**config.mk**
```make
export PLATFORM = sky130hd
export DESIGN_NAME = stack_with_delete_max_core_flat
export DESIGN_NICKNAME = d
export VERILOG_FILES = /design/src/rtl/core/swdm_pkg.sv /design/src/rtl/core/swdm_in_if.sv /design/src/rtl/core/swdm_out_if.sv /design/src/rtl/core/stack_with_delete_max_core.sv /design/src/flat_wrapper.sv
export VERILOG_INCLUDE_DIRS = /design/src /design/src/rtl/core
export SDC_FILE = /design/constraint.sdc
export NUM_CORES = 2
export LEC_CHECK = 0
export BUFFER_PORTS_ARGS = -buffer_cell sky130_fd_sc_hd__clkbuf_2
export CAP_MARGIN = 40
export CORE_ASPECT_RATIO = 1.75
export CORE_MARGIN = 2
export CORE_UTILIZATION = 45
export DETAILED_ROUTE_END_ITERATION = 10
export PLACE_DENSITY = 0.66
export SLEW_MARGIN = 20
export SYNTH_ARGS = -nofsm -noshare
export SYNTH_HDL_FRONTEND = slang
export SYNTH_SLANG_ARGS = --single-unit
```
**constraint.sdc**
```tcl
create_clock -name clk -period 9.8 [get_ports clk]
set_input_delay 0.49 -clock clk [delete_from_list [all_inputs] [get_ports clk]]
set_output_delay 0.49 -clock clk [all_outputs]
set_load 0.05 [all_outputs]
```
**src/rtl/core/stack_with_delete_max_core_macros.svh**
```systemverilog
// ----------------------------------------------------------------------------
// Assertion macros for the stack with delete-max core.
// Both macros expect signals named clk and rst_n in the scope of use.
// ----------------------------------------------------------------------------
`ifndef STACK_WITH_DELETE_MAX_CORE_MACROS_SVH
`define STACK_WITH_DELETE_MAX_CORE_MACROS_SVH

// The consequent must hold in the same cycle as the antecedent.
`define SWDM_ASSERT_SAME(lbl, ante, cons, msg) \
  lbl: assert property (@(posedge clk) disable iff (!rst_n) (ante) |-> (cons)) \
    else $error(msg);

// The consequent must hold in the cycle after the antecedent.
`define SWDM_ASSERT_NEXT(lbl, ante, cons, msg) \
  lbl: assert property (@(posedge clk) disable iff (!rst_n) (ante) |=> (cons)) \
    else $error(msg);

`endif

```
**src/rtl/core/swdm_pkg.sv**
```systemverilog
// ----------------------------------------------------------------------------
// swdm_pkg
// Sizes and codes shared by the stack with delete-max core and its channels.
// ----------------------------------------------------------------------------
`timescale 1ns / 1ps
`default_nettype none

package swdm_pkg;

  localparam int DEPTH    = 64;
  localparam int IDX_W    = (DEPTH > 1) ? $clog2(DEPTH) : 1;
  localparam int CNT_W    = $clog2(DEPTH + 1);
  localparam int DATA_W   = 32;
  localparam int KIND_W   = 2;
  localparam int OCC_W    = 7;
  localparam int STATUS_W = 2;

  typedef logic [KIND_W-1:0]   kind_t;
  typedef logic [STATUS_W-1:0] status_t;

  localparam kind_t KIND_PUSH   = 2'd0;
  localparam kind_t KIND_CLEAR  = 2'd1;
  localparam kind_t KIND_DELMAX = 2'd2;
  localparam kind_t KIND_VIEW   = 2'd3;

  localparam status_t STATUS_OK    = 2'd0;
  localparam status_t STATUS_EMPTY = 2'd1;
  localparam status_t STATUS_FULL  = 2'd2;

endpackage

`default_nettype wire

```
**src/rtl/core/swdm_in_if.sv**
```systemverilog
// ----------------------------------------------------------------------------
// swdm_in_if
// Request channel of the stack core: operation kind and value to push.
// ----------------------------------------------------------------------------
`timescale 1ns / 1ps
`default_nettype none

interface swdm_in_if;

  logic                               valid;
  logic                               ready;
  swdm_pkg::kind_t                    kind;
  logic signed [swdm_pkg::DATA_W-1:0] push_value;

  modport source (output valid, output kind, output push_value, input ready);
  modport sink   (input valid, input kind, input push_value, output ready);

endinterface

`default_nettype wire

```
**src/rtl/core/swdm_out_if.sv**
```systemverilog
// ----------------------------------------------------------------------------
// swdm_out_if
// Result channel of the stack core: value, occupancy, status and last flag.
// ----------------------------------------------------------------------------
`timescale 1ns / 1ps
`default_nettype none

interface swdm_out_if;

  logic                               valid;
  logic                               ready;
  logic signed [swdm_pkg::DATA_W-1:0] item_value;
  logic [swdm_pkg::OCC_W-1:0]         occupancy;
  swdm_pkg::status_t                  status;
  logic                               last;

  modport source (output valid, output item_value, output occupancy, output status,
                  output last, input ready);
  modport sink   (input valid, input item_value, input occupancy, input status,
                  input last, output ready);

endinterface

`default_nettype wire

```
**src/rtl/core/stack_with_delete_max_core.sv**
```systemverilog
// ----------------------------------------------------------------------------
// stack_with_delete_max_core
// Bounded LIFO of signed words with push, clear, delete-all-maximum and view.
// ----------------------------------------------------------------------------
// Entries live in a single-port-write, single-port-read memory with a
// registered read, and a small sequencer walks it one entry per cycle
// during a delete-max pass. Push and clear are done as they are accepted,
// and the next request is taken straight after once their result is
// collected. Delete-max makes one pass over the memory to find the maximum,
// then a second pass that reads every entry again and writes back those
// that differ from it, packed towards the bottom, and then presents the
// result. View with N entries held gives N results, top first, each read
// and then presented, later if the result side stalls. The request side is
// not ready while a delete-max or view is in progress. A finished result
// sits in an output register, and a new request is taken no earlier than
// the cycle in which that result is collected. After reset the stack is
// empty and no clearing pass is needed.
// ----------------------------------------------------------------------------
`timescale 1ns / 1ps
`default_nettype none

`include "stack_with_delete_max_core_macros.svh"

module stack_with_delete_max_core (
  input  logic       clk,
  input  logic       rst_n,
  swdm_in_if.sink    in_chan,
  swdm_out_if.source out_chan
);

  localparam logic [2:0] ST_IDLE    = 3'd0;
  localparam logic [2:0] ST_SCAN    = 3'd1;
  localparam logic [2:0] ST_COMPACT = 3'd2;
  localparam logic [2:0] ST_DEL_OUT = 3'd3;
  localparam logic [2:0] ST_VIEW_RD = 3'd4;
  localparam logic [2:0] ST_VIEW_WT = 3'd5;

  localparam logic [swdm_pkg::CNT_W-1:0] CNT_FULL = swdm_pkg::CNT_W'(swdm_pkg::DEPTH);
  localparam logic [swdm_pkg::CNT_W-1:0] CNT_ONE  = swdm_pkg::CNT_W'(1);

  logic [2:0]                    state_r, state_nxt;
  logic [swdm_pkg::CNT_W-1:0]    cnt_r, cnt_nxt;
  logic [swdm_pkg::CNT_W-1:0]    idx_r, idx_nxt;
  logic [swdm_pkg::CNT_W-1:0]    wr_r, wr_nxt;
  logic [swdm_pkg::DATA_W-1:0]   max_r, max_nxt;
  logic                          first_r, first_nxt;
  logic                          pend_r, pend_nxt;

  logic                          out_valid_r, out_valid_nxt;
  logic [swdm_pkg::DATA_W-1:0]   out_value_r, out_value_nxt;
  logic [swdm_pkg::OCC_W-1:0]    out_occ_r, out_occ_nxt;
  swdm_pkg::status_t             out_status_r, out_status_nxt;
  logic                          out_last_r, out_last_nxt;

  logic [swdm_pkg::DATA_W-1:0]   mem [swdm_pkg::DEPTH];
  logic [swdm_pkg::DATA_W-1:0]   rd_data_r;
  logic [swdm_pkg::IDX_W-1:0]    rd_addr;
  logic [swdm_pkg::CNT_W-1:0]    idx_dec;
  logic                          mem_we;
  logic [swdm_pkg::IDX_W-1:0]    mem_waddr;
  logic [swdm_pkg::DATA_W-1:0]   mem_wdata;

  logic                          out_free;
  logic                          in_ready;
  logic                          in_accept;

  assign out_free  = !out_valid_r || out_chan.ready;
  assign in_ready  = (state_r == ST_IDLE) && out_free;
  assign in_accept = in_chan.valid && in_ready;

  assign in_chan.ready       = in_ready;
  assign out_chan.valid      = out_valid_r;
  assign out_chan.item_value = out_value_r;
  assign out_chan.occupancy  = out_occ_r;
  assign out_chan.status     = out_status_r;
  assign out_chan.last       = out_last_r;

  // View walks downwards from the top, so it addresses one below the index.
  assign idx_dec = idx_r - CNT_ONE;
  assign rd_addr = ((state_r == ST_VIEW_RD) || (state_r == ST_VIEW_WT)) ?
                   idx_dec[swdm_pkg::IDX_W-1:0] : idx_r[swdm_pkg::IDX_W-1:0];

  always_comb begin
    state_nxt      = state_r;
    cnt_nxt        = cnt_r;
    idx_nxt        = idx_r;
    wr_nxt         = wr_r;
    max_nxt        = max_r;
    first_nxt      = first_r;
    pend_nxt       = 1'b0;
    out_valid_nxt  = out_valid_r && !out_chan.ready;
    out_value_nxt  = out_value_r;
    out_occ_nxt    = out_occ_r;
    out_status_nxt = out_status_r;
    out_last_nxt   = out_last_r;
    mem_we         = 1'b0;
    mem_waddr      = '0;
    mem_wdata      = '0;

    case (state_r)
      ST_IDLE: begin
        if (in_accept) begin
          out_valid_nxt  = 1'b1;
          out_value_nxt  = '0;
          out_occ_nxt    = swdm_pkg::OCC_W'(cnt_r);
          out_status_nxt = swdm_pkg::STATUS_OK;
          out_last_nxt   = 1'b1;
          case (in_chan.kind)
            swdm_pkg::KIND_PUSH: begin
              if (cnt_r == CNT_FULL) begin
                out_status_nxt = swdm_pkg::STATUS_FULL;
              end else begin
                mem_we      = 1'b1;
                mem_waddr   = cnt_r[swdm_pkg::IDX_W-1:0];
                mem_wdata   = in_chan.push_value;
                cnt_nxt     = cnt_r + CNT_ONE;
                out_occ_nxt = swdm_pkg::OCC_W'(cnt_r + CNT_ONE);
              end
            end
            swdm_pkg::KIND_CLEAR: begin
              cnt_nxt     = '0;
              out_occ_nxt = '0;
            end
            swdm_pkg::KIND_DELMAX: begin
              if (cnt_r == '0) begin
                out_status_nxt = swdm_pkg::STATUS_EMPTY;
              end else begin
                out_valid_nxt = 1'b0;
                state_nxt     = ST_SCAN;
                idx_nxt       = '0;
                first_nxt     = 1'b1;
              end
            end
            default: begin
              if (cnt_r == '0) begin
                out_status_nxt = swdm_pkg::STATUS_EMPTY;
              end else begin
                out_valid_nxt = 1'b0;
                state_nxt     = ST_VIEW_RD;
                idx_nxt       = cnt_r;
              end
            end
          endcase
        end
      end

      ST_SCAN: begin
        if (idx_r != cnt_r) begin
          pend_nxt = 1'b1;
          idx_nxt  = idx_r + CNT_ONE;
        end
        if (pend_r) begin
          first_nxt = 1'b0;
          if (first_r || ($signed(rd_data_r) > $signed(max_r))) begin
            max_nxt = rd_data_r;
          end
        end
        if ((idx_r == cnt_r) && !pend_r) begin
          state_nxt = ST_COMPACT;
          idx_nxt   = '0;
          wr_nxt    = '0;
        end
      end

      ST_COMPACT: begin
        if (idx_r != cnt_r) begin
          pend_nxt = 1'b1;
          idx_nxt  = idx_r + CNT_ONE;
        end
        // The write pointer never passes the read pointer, so entries not yet
        // read are never overwritten.
        if (pend_r && (rd_data_r != max_r)) begin
          mem_we    = 1'b1;
          mem_waddr = wr_r[swdm_pkg::IDX_W-1:0];
          mem_wdata = rd_data_r;
          wr_nxt    = wr_r + CNT_ONE;
        end
        if ((idx_r == cnt_r) && !pend_r) begin
          state_nxt = ST_DEL_OUT;
          cnt_nxt   = wr_r;
        end
      end

      ST_DEL_OUT: begin
        if (out_free) begin
          out_valid_nxt  = 1'b1;
          out_value_nxt  = max_r;
          out_occ_nxt    = swdm_pkg::OCC_W'(cnt_r);
          out_status_nxt = swdm_pkg::STATUS_OK;
          out_last_nxt   = 1'b1;
          state_nxt      = ST_IDLE;
        end
      end

      ST_VIEW_RD: begin
        state_nxt = ST_VIEW_WT;
      end

      ST_VIEW_WT: begin
        if (out_free) begin
          out_valid_nxt  = 1'b1;
          out_value_nxt  = rd_data_r;
          out_occ_nxt    = swdm_pkg::OCC_W'(cnt_r);
          out_status_nxt = swdm_pkg::STATUS_OK;
          out_last_nxt   = (idx_r == CNT_ONE);
          if (idx_r == CNT_ONE) begin
            state_nxt = ST_IDLE;
          end else begin
            idx_nxt   = idx_dec;
            state_nxt = ST_VIEW_RD;
          end
        end
      end

      default: begin
        state_nxt = ST_IDLE;
      end
    endcase
  end

  always_ff @(posedge clk) begin
    if (!rst_n) begin
      state_r     <= ST_IDLE;
      cnt_r       <= '0;
      idx_r       <= '0;
      wr_r        <= '0;
      first_r     <= 1'b0;
      pend_r      <= 1'b0;
      out_valid_r <= 1'b0;
    end else begin
      state_r     <= state_nxt;
      cnt_r       <= cnt_nxt;
      idx_r       <= idx_nxt;
      wr_r        <= wr_nxt;
      first_r     <= first_nxt;
      pend_r      <= pend_nxt;
      out_valid_r <= out_valid_nxt;
    end
  end

  always_ff @(posedge clk) begin
    max_r        <= max_nxt;
    out_value_r  <= out_value_nxt;
    out_occ_r    <= out_occ_nxt;
    out_status_r <= out_status_nxt;
    out_last_r   <= out_last_nxt;
  end

  always_ff @(posedge clk) begin
    if (mem_we) begin
      mem[mem_waddr] <= mem_wdata;
    end
    rd_data_r <= mem[rd_addr];
  end

  `SWDM_ASSERT_SAME(a_cnt_bounded, 1'b1, cnt_r <= CNT_FULL, "entry count beyond depth")
  `SWDM_ASSERT_SAME(a_ready_only_idle, in_ready, state_r == ST_IDLE, "ready while busy")
  `SWDM_ASSERT_SAME(a_compact_order, state_r == ST_COMPACT, wr_r <= idx_r,
                    "compaction write passed read")
  `SWDM_ASSERT_SAME(a_view_in_progress, out_valid_r && !out_last_r, state_r != ST_IDLE,
                    "non-final result outside a view")
  `SWDM_ASSERT_NEXT(a_push_grows, in_accept && (in_chan.kind == swdm_pkg::KIND_PUSH) &&
                    (cnt_r != CNT_FULL), cnt_r == $past(cnt_r) + CNT_ONE,
                    "push did not grow the stack")

endmodule

`default_nettype wire
```
**src/flat_wrapper.sv**
```systemverilog
// flat-port wrapper written by rule: the top's interface ports become plain ports
module stack_with_delete_max_core_flat 
  (clk, rst_n, in_chan_valid, in_chan_kind, in_chan_push_value, in_chan_ready, out_chan_valid, out_chan_item_value, out_chan_occupancy, out_chan_status, out_chan_last, out_chan_ready);
  swdm_in_if in_chan_i ();
  swdm_out_if out_chan_i ();
  input  logic clk;
  input  logic rst_n;
  input wire logic [$bits(in_chan_i.valid)-1:0] in_chan_valid;
  input wire logic [$bits(in_chan_i.kind)-1:0] in_chan_kind;
  input wire logic [$bits(in_chan_i.push_value)-1:0] in_chan_push_value;
  output wire logic [$bits(in_chan_i.ready)-1:0] in_chan_ready;
  output wire logic [$bits(out_chan_i.valid)-1:0] out_chan_valid;
  output wire logic [$bits(out_chan_i.item_value)-1:0] out_chan_item_value;
  output wire logic [$bits(out_chan_i.occupancy)-1:0] out_chan_occupancy;
  output wire logic [$bits(out_chan_i.status)-1:0] out_chan_status;
  output wire logic [$bits(out_chan_i.last)-1:0] out_chan_last;
  input wire logic [$bits(out_chan_i.ready)-1:0] out_chan_ready;
  assign in_chan_i.valid = in_chan_valid;
  assign in_chan_i.kind = in_chan_kind;
  assign in_chan_i.push_value = in_chan_push_value;
  assign in_chan_ready = in_chan_i.ready;
  assign out_chan_valid = out_chan_i.valid;
  assign out_chan_item_value = out_chan_i.item_value;
  assign out_chan_occupancy = out_chan_i.occupancy;
  assign out_chan_status = out_chan_i.status;
  assign out_chan_last = out_chan_i.last;
  assign out_chan_i.ready = out_chan_ready;
  stack_with_delete_max_core u_core (.clk(clk), .rst_n(rst_n), .in_chan(in_chan_i), .out_chan(out_chan_i));
endmodule
```
== Yosys cells after proc, flatten, opt, wreduce, memory -nomap -nowiden ==
Memories as Yosys holds them, arrays and structs flattened. A register that Yosys moved wholly into a read port is not among the register bits.
Cells that the tools add are included.
Widths: inputs -> output; s select.
Storage, ports and cells
  memory bits (read-only): 0
  memories: 1
  RAM bits: 2048
  flip-flop bits (word level): 101
  latch bits: 0
Memories
  u_core.mem: depth 64, width 32, rd ports 1, clocked after memory_dff 1, write ports 1, RTL line stack_with_delete_max_core.sv:55  | logic [swdm_pkg::DATA_W-1:0] mem [swdm_pkg::DEPTH];
Cells by class
  eq/ne operators: 24
  divide/modulo/power cells: 0
  $add $sub $neg: 4
  mux-type cells: 72
  shifts and indexed selects: 0
  magnitude comparators: 1
  multipliers: 0
  reduce and logical (&&, ||, !) cells: 32
  bitwise gates (word level): 0
Operators by type and width (count)
  $mux 32: 7
  $pmux 32 s3: 1
  $mux 7: 13
  $pmux 7 s2: 5
  $pmux 32 s2: 1
  $gt 32x32->1: 1
  $ne 32x32->1: 1
  $mux 6: 5
  $pmux 7 s4: 1
  $mux 3: 8
  $add 7x1->7 const B: 3
  $mux 1: 19
  $pmux 3 s6: 1
  $ne 2x1->1 const B: 8
  $pmux 6 s2: 1
  $reduce_and 3->1: 4
  $ne 2x2->1 const B: 4
  $pmux 2 s2: 2
  $reduce_bool 2->1: 4
  $eq 7x1->1 const B: 1
  $eq 7x7->1: 1
  $eq 7x7->1 const B: 1
  $logic_not 7->1: 1
  $ne 7x7->1: 1
  23 further kinds: 39

== Logic depth before layout (Yosys ltp) ==
  word-level depth: 8
  mapped depth: 17
  gate-level depth less buffers: 9

== Least setup slack after synthesis ==
No wires, ideal clock.
  path type: reg2reg
  from: reg u_core.max_r[7] in the netlist's numbering
  to: reg u_core.max_r[0] in the netlist's numbering (enable)
  cell stages (with the launch flop): 9
  buffers on the path: 0
  setup time: 470 ps
  arrival: 4005 ps
  path slack: 5325 ps
  required time: 9330 ps
  cells stage by stage: edfxtp_1 > inv_1 > ha_1 > a21oi_1 > o21ai_0 > a211o_1 > o32ai_1 > o22ai_1 > o31ai_1
On the way
  cells in the longest elaborated chain, start to end: 3
RTL lines
  start, declared: RTL line stack_with_delete_max_core.sv:45  | logic [swdm_pkg::DATA_W-1:0] max_r, max_nxt;
  start signal, assigned: RTL line stack_with_delete_max_core.sv:242  | max_r <= max_nxt;
  $gt 32x32->1: RTL line stack_with_delete_max_core.sv:154  | if (first_r || ($signed(rd_data_r) > $signed(max_r))) begin
  $logic_or 1x1->1: RTL line stack_with_delete_max_core.sv:154
  $reduce_and 3->1 (no source line)
Every way passes these cells.
A chain may end at the register's enable or synchronous reset.

== Worst setup path in the final report ==
  from: reg u_core.idx_r[0] in the netlist's numbering
  to: reg u_core.rd_data_r[22] in the netlist's numbering, read port of u_core.mem
On the way
  cells in the longest elaborated chain, start to end: 2
RTL lines
  start, declared: RTL line stack_with_delete_max_core.sv:43  | logic [swdm_pkg::CNT_W-1:0] idx_r, idx_nxt;
  start signal, assigned: RTL line stack_with_delete_max_core.sv:233  | idx_r <= idx_nxt;
  $sub 7x1->7: RTL line stack_with_delete_max_core.sv:79  | assign idx_dec = idx_r - CNT_ONE;
  $mux 6 *: RTL line stack_with_delete_max_core.sv:80  | assign rd_addr = ((state_r == ST_VIEW_RD) || (state_r == ST_VIEW_WT)) ?
  end, declared: RTL line stack_with_delete_max_core.sv:56  | logic [swdm_pkg::DATA_W-1:0] rd_data_r;
Every way passes the cells marked *; elsewhere a longest branch is shown, timed or not.

==> results.md <==
- For this block, the initial DRC count from the detailed router was 7213.
- Setup repair after global routing left no endpoint under its margin.
- The via count of the first global-routing pass is 59873.
- Dividing total power by cell area gives a power density of 205.6 nW/um2.
- The required time reported for the critical path endpoint is 10.53 ns.
- Dividing the detail-routed wire length by the instance count gives 33.28 um.
- The final weighted congestion of routability-driven global placement is 0.9024.
- The number of pins with negative max-slew slack in the final report is 0.
- The net count after synthesis is 6270.
- Once the floorplan was initialized, standard cells occupied 45.21% of the core.
- The synthesized netlist devotes 0.5174% of its cell area to adder and majority cells.
- The fraction of power consumed by the clock network is 34.1%.
- The count of unresolved DRC violations after routing is 0.
- The clock period minus final worst setup slack is 6.037 ns.
- The portion of the post-synthesis area used by sequential elements is 68.81%.
- The global-route usage over all layers is 28.26%.
- The synthesized design contains 2122 enable-type register cells.
- The sum of routed wire length over all layers is 307000 um.
- The synthesized flop and latch total is 2181.
- The area fraction in and, or, nand and nor cells after synthesis is 6.280%.
- During I/O placement, the number of pins put on the boundary was 82.
- The port buffer count is 81.
- The ratio of routed vias to standard cells is 6.550.
- In this run, post-CTS repair resized a total of 0 instances.
- Measured along the x axis, the die boundary spans 350.1 um.
- Of the available clock period, the critical path in the final layout requires 61.60%.
- The post-synthesis cell type count is 87.
- The clock buffer count from CTS is 186.
- The share of synthesized area spent on multiplexers is 12.70%.
- The number of max-cap violations is 0.
- The fraction of final layout cells sized beyond drive strength 1 is 14.74%.
- The slew of the pin with the lowest slew margin is 1.183 ns.
- The class of the most critical hold timing path is in2reg.
- The switching power is 6081 uW.
- The row count is 222.
- Setup violations remaining at the end of the flow were counted as 0.
- The pre-antenna-repair detailed-routing pass consisted of 6 iterations.
- The estimated wirelength of the detail-placed design is 181300 um.
- The routed layout has 60423 vias.
- After synthesis the cells add up to 94320 um2.
- The async set-or-reset flop fraction in the synthesized netlist is 0%.
- The cell count after synthesis is 6193.
- The cell-internal power is 15560 uW.
- The power consumption is 21640 uW.
- Dividing the synthesized area by the synthesized cell count gives 15.23 um2.
- Combinational cells account for 16.8% of the total power.
- The compound-cell area share of the yosys netlist is 9.049%.
- The worst setup path is captured at a register.
- Headroom to the max-slew limit came out at 21.15%.
- The count of final hold-check violations is 0.
- Entering global routing, the biggest net connects 150 pins.
- The number of antenna violations at the first check in global routing came to 26.
- The net switching fraction of the power is 28.09%.
- The area of the die is 213400 um2.
- In this run the vertical extent of the chip is 609.6 um.
- Once detail routing completed, the nets flagged for antenna violations numbered 0.
- Summed over all layers, the global routing overflow is 0.
- The clock skew is 0.05728 ns.
- The instance count along the most critical hold path is 3.
- The number of clock sinks is 2181.
- The number of H-tree levels is 4.
- The worst endpoint data arrival time is 6.77 ns.
- Summed over all failing endpoints, the final setup total negative slack is 0 ns.
- The launch instance of the worst min-delay path is rst_n.
- The largest family of logic cells by synthesized area is multiplexers.
- The number of hold buffers added after CTS was 0.
- The clock reaches the later pin of the worst-skew pair after 0.85 ns.
- The flow ran to the end, and the final reports show no timing, DRC or antenna violations.
- In the layout the commonest cells are sky130_fd_sc_hd__edfxtp_1 (2122), sky130_fd_sc_hd__mux2i_1 (791), sky130_fd_sc_hd__nand2_1 (422).
- The setup path with the least slack is of type reg2reg.
- The number of setup buffers added after CTS is 0.
- For this run, the top clock speed supported by timing is 165.6 MHz.
- In this run the cell area measured after placement is 99120 um2.
- The destination of the worst hold path is u_core.first_r.
- The endpoint identified for the worst register-to-register timing path is u_core.rd_data_r[22].
- The post-synthesis to final-layout area growth is 11.61%.
- For this run, the number of Yosys warnings is 0.
- The core outline area is 208600 um2.
- The first global-routing pass estimated 427800 um of wire.
- The worst flop-to-flop path startpoint is u_core.idx_r[0].
- The root buffer cell chosen for the clock tree is sky130_fd_sc_hd__clkbuf_16.
- Leaving out fill and tap cells, the most frequent cell in the layout is sky130_fd_sc_hd__edfxtp_1.
- The xor-xnor portion of the synthesized cell area is 0.2932%.
- The final layout contains 6331 nets.
- The static leakage power is 0.03280 uW.
- TritonCTS built the clock tree.
- For the worst flop-to-flop path, the logic depth is 11.
- The largest driver fanout on the critical path is 109.
- The kind of launch point of the worst setup path is a register.
- The worst ir drop on vdd is 0.0001597 V.
- Registers are responsible for 49.1% of the overall power.
- The post-route cell area is 105300 um2.
- The dominant register cell in the synthesized netlist is sky130_fd_sc_hd__edfxtp_1.
- The buffer depth of the longest clock path is 4.
- Clock-pin slew was measured on the worst setup and hold paths at 0.07 ns.
- The register-to-register path setup slack is 3.76 ns.
## per-layer routing
layer	global-route usage [%]	wire length, um	up-vias
met5	0	104	-
met4	23.46	29260	16
met3	5.047	26180	1044
met2	48.04	153100	3497
met1	30.60	98310	30895
li1	-	-	24971
## synth_stat cells, drive strengths merged, types with 13 or more instances
master	n	area (um2)
edfxtp	2122	63720
mux2i	792	7928
nand2	435	1653
o22ai	334	2096
a211oi	271	2039
buf	247	1254
a21oi	232	1165
clkbuf	206	774.5
nor2	181	691.9
nor2b	180	1126
mux4	175	3941
nor3	138	706.9
o21ai	106	534.3
nor4	90	569.3
nand3	76	380.4
a22o	65	569.3
a32oi	62	543.0
o221ai	60	525.5
dfxtp	59	1181
inv	48	180.2
ha	39	488.0
and3	35	219.0
nand4	25	156.4
a32o	24	240.2
a221oi	21	183.9
xnor2	19	196.4
a22oi	15	112.6
a31oi	14	87.58
nand2b	13	81.33
## critical path, stage by stage (launching register included)
cell and delay (ns):
sky130_fd_sc_hd__dfxtp_4 0.80, sky130_fd_sc_hd__inv_6 0.38, sky130_fd_sc_hd__ha_4 0.69, sky130_fd_sc_hd__buf_12 0.46, sky130_fd_sc_hd__buf_4 0.68, sky130_fd_sc_hd__buf_4 0.76
sky130_fd_sc_hd__mux2i_1 0.28, sky130_fd_sc_hd__mux4_2 0.27, sky130_fd_sc_hd__nor2_1 0.04, sky130_fd_sc_hd__a221oi_1 0.31, sky130_fd_sc_hd__nand3_1 0.58, sky130_fd_sc_hd__and3_1 0.42
## cells by family (layout without fill, tap and decap cells)
family | count (synthesis) | after routing
adder cells (fa/ha/maj) | 39 | 39
buffers and inverters | 502 | 708
XOR/XNOR | 26 | 26
AO/OA/AOI/OAI | 1253 | 1253
flip-flops | 2181 | 2181
other | 0 | 26
multiplexers | 977 | 977
AND/OR/NAND/NOR | 1215 | 1215
## power groups by stage
stage	clock network (uW)	logic, uW	registers (uW)
after global placement	0	3450	10800
final	7380	3640	10600
after detailed placement	0	3550	10800
after CTS	7440	3560	10600
after floorplan	0	1940	10800
after global routing	7750	3750	10600
## final cells by class
class	instances	area (um2)
fillers	16909	103300
flip-flops and latches	2181	64910
diodes	26	65.06
repair buffers	326	2664
well taps	2800	3503
multi-input cells	3510	28040
inverters	49	188.9
clock inverters	92	892.1
clock buffers	241	5005
## worst max path at each step
stage	endpoint	cells after the start	from	slack [ns]
6_report	u_core.rd_data_r[22]	11	u_core.idx_r[0]	3.76
5_1_grt	u_core.rd_data_r[22]	11	u_core.idx_r[0]	3.80
4_1_cts	u_core.rd_data_r[22]	11	u_core.idx_r[0]	3.91
3_5_place_dp	u_core.rd_data_r[22]	11	u_core.idx_r[0]	3.94
3_3_place_gp	u_core.rd_data_r[27]	11	u_core.idx_r[0]	2.96
2_1_floorplan	u_core.max_r[0]	8	u_core.max_r[7]	5.33
## registers in the layout (all words and copies together), names as in the netlist
name and flops:
u_core.idx_r 7, u_core.state_r 3, u_core.out_chan.item_value 32, u_core.pend_r 1
u_core.max_r 32, u_core.wr_r 7, u_core.out_chan.valid 1, u_core.out_chan.last 1
u_core.cnt_r 7, u_core.first_r 1, u_core.out_chan.status 2, u_core.out_chan.occupancy 7
u_core.mem 2048, u_core.rd_data_r 32
## per-stage QoR
step,instances,hold WS (ns),worst slack [ns],utilization (%)
after CTS,9192,0.02793,3.915,50.34
after floorplan,6193,0.4305,5.325,-
after detailed placement,8859,0.5026,3.938,47.52
after global routing,9213,0.08493,3.800,50.45
after global placement,8832,0.4762,2.964,47.32
final,9225,0.07658,3.763,50.46
Power figures use the tool's default switching activity.
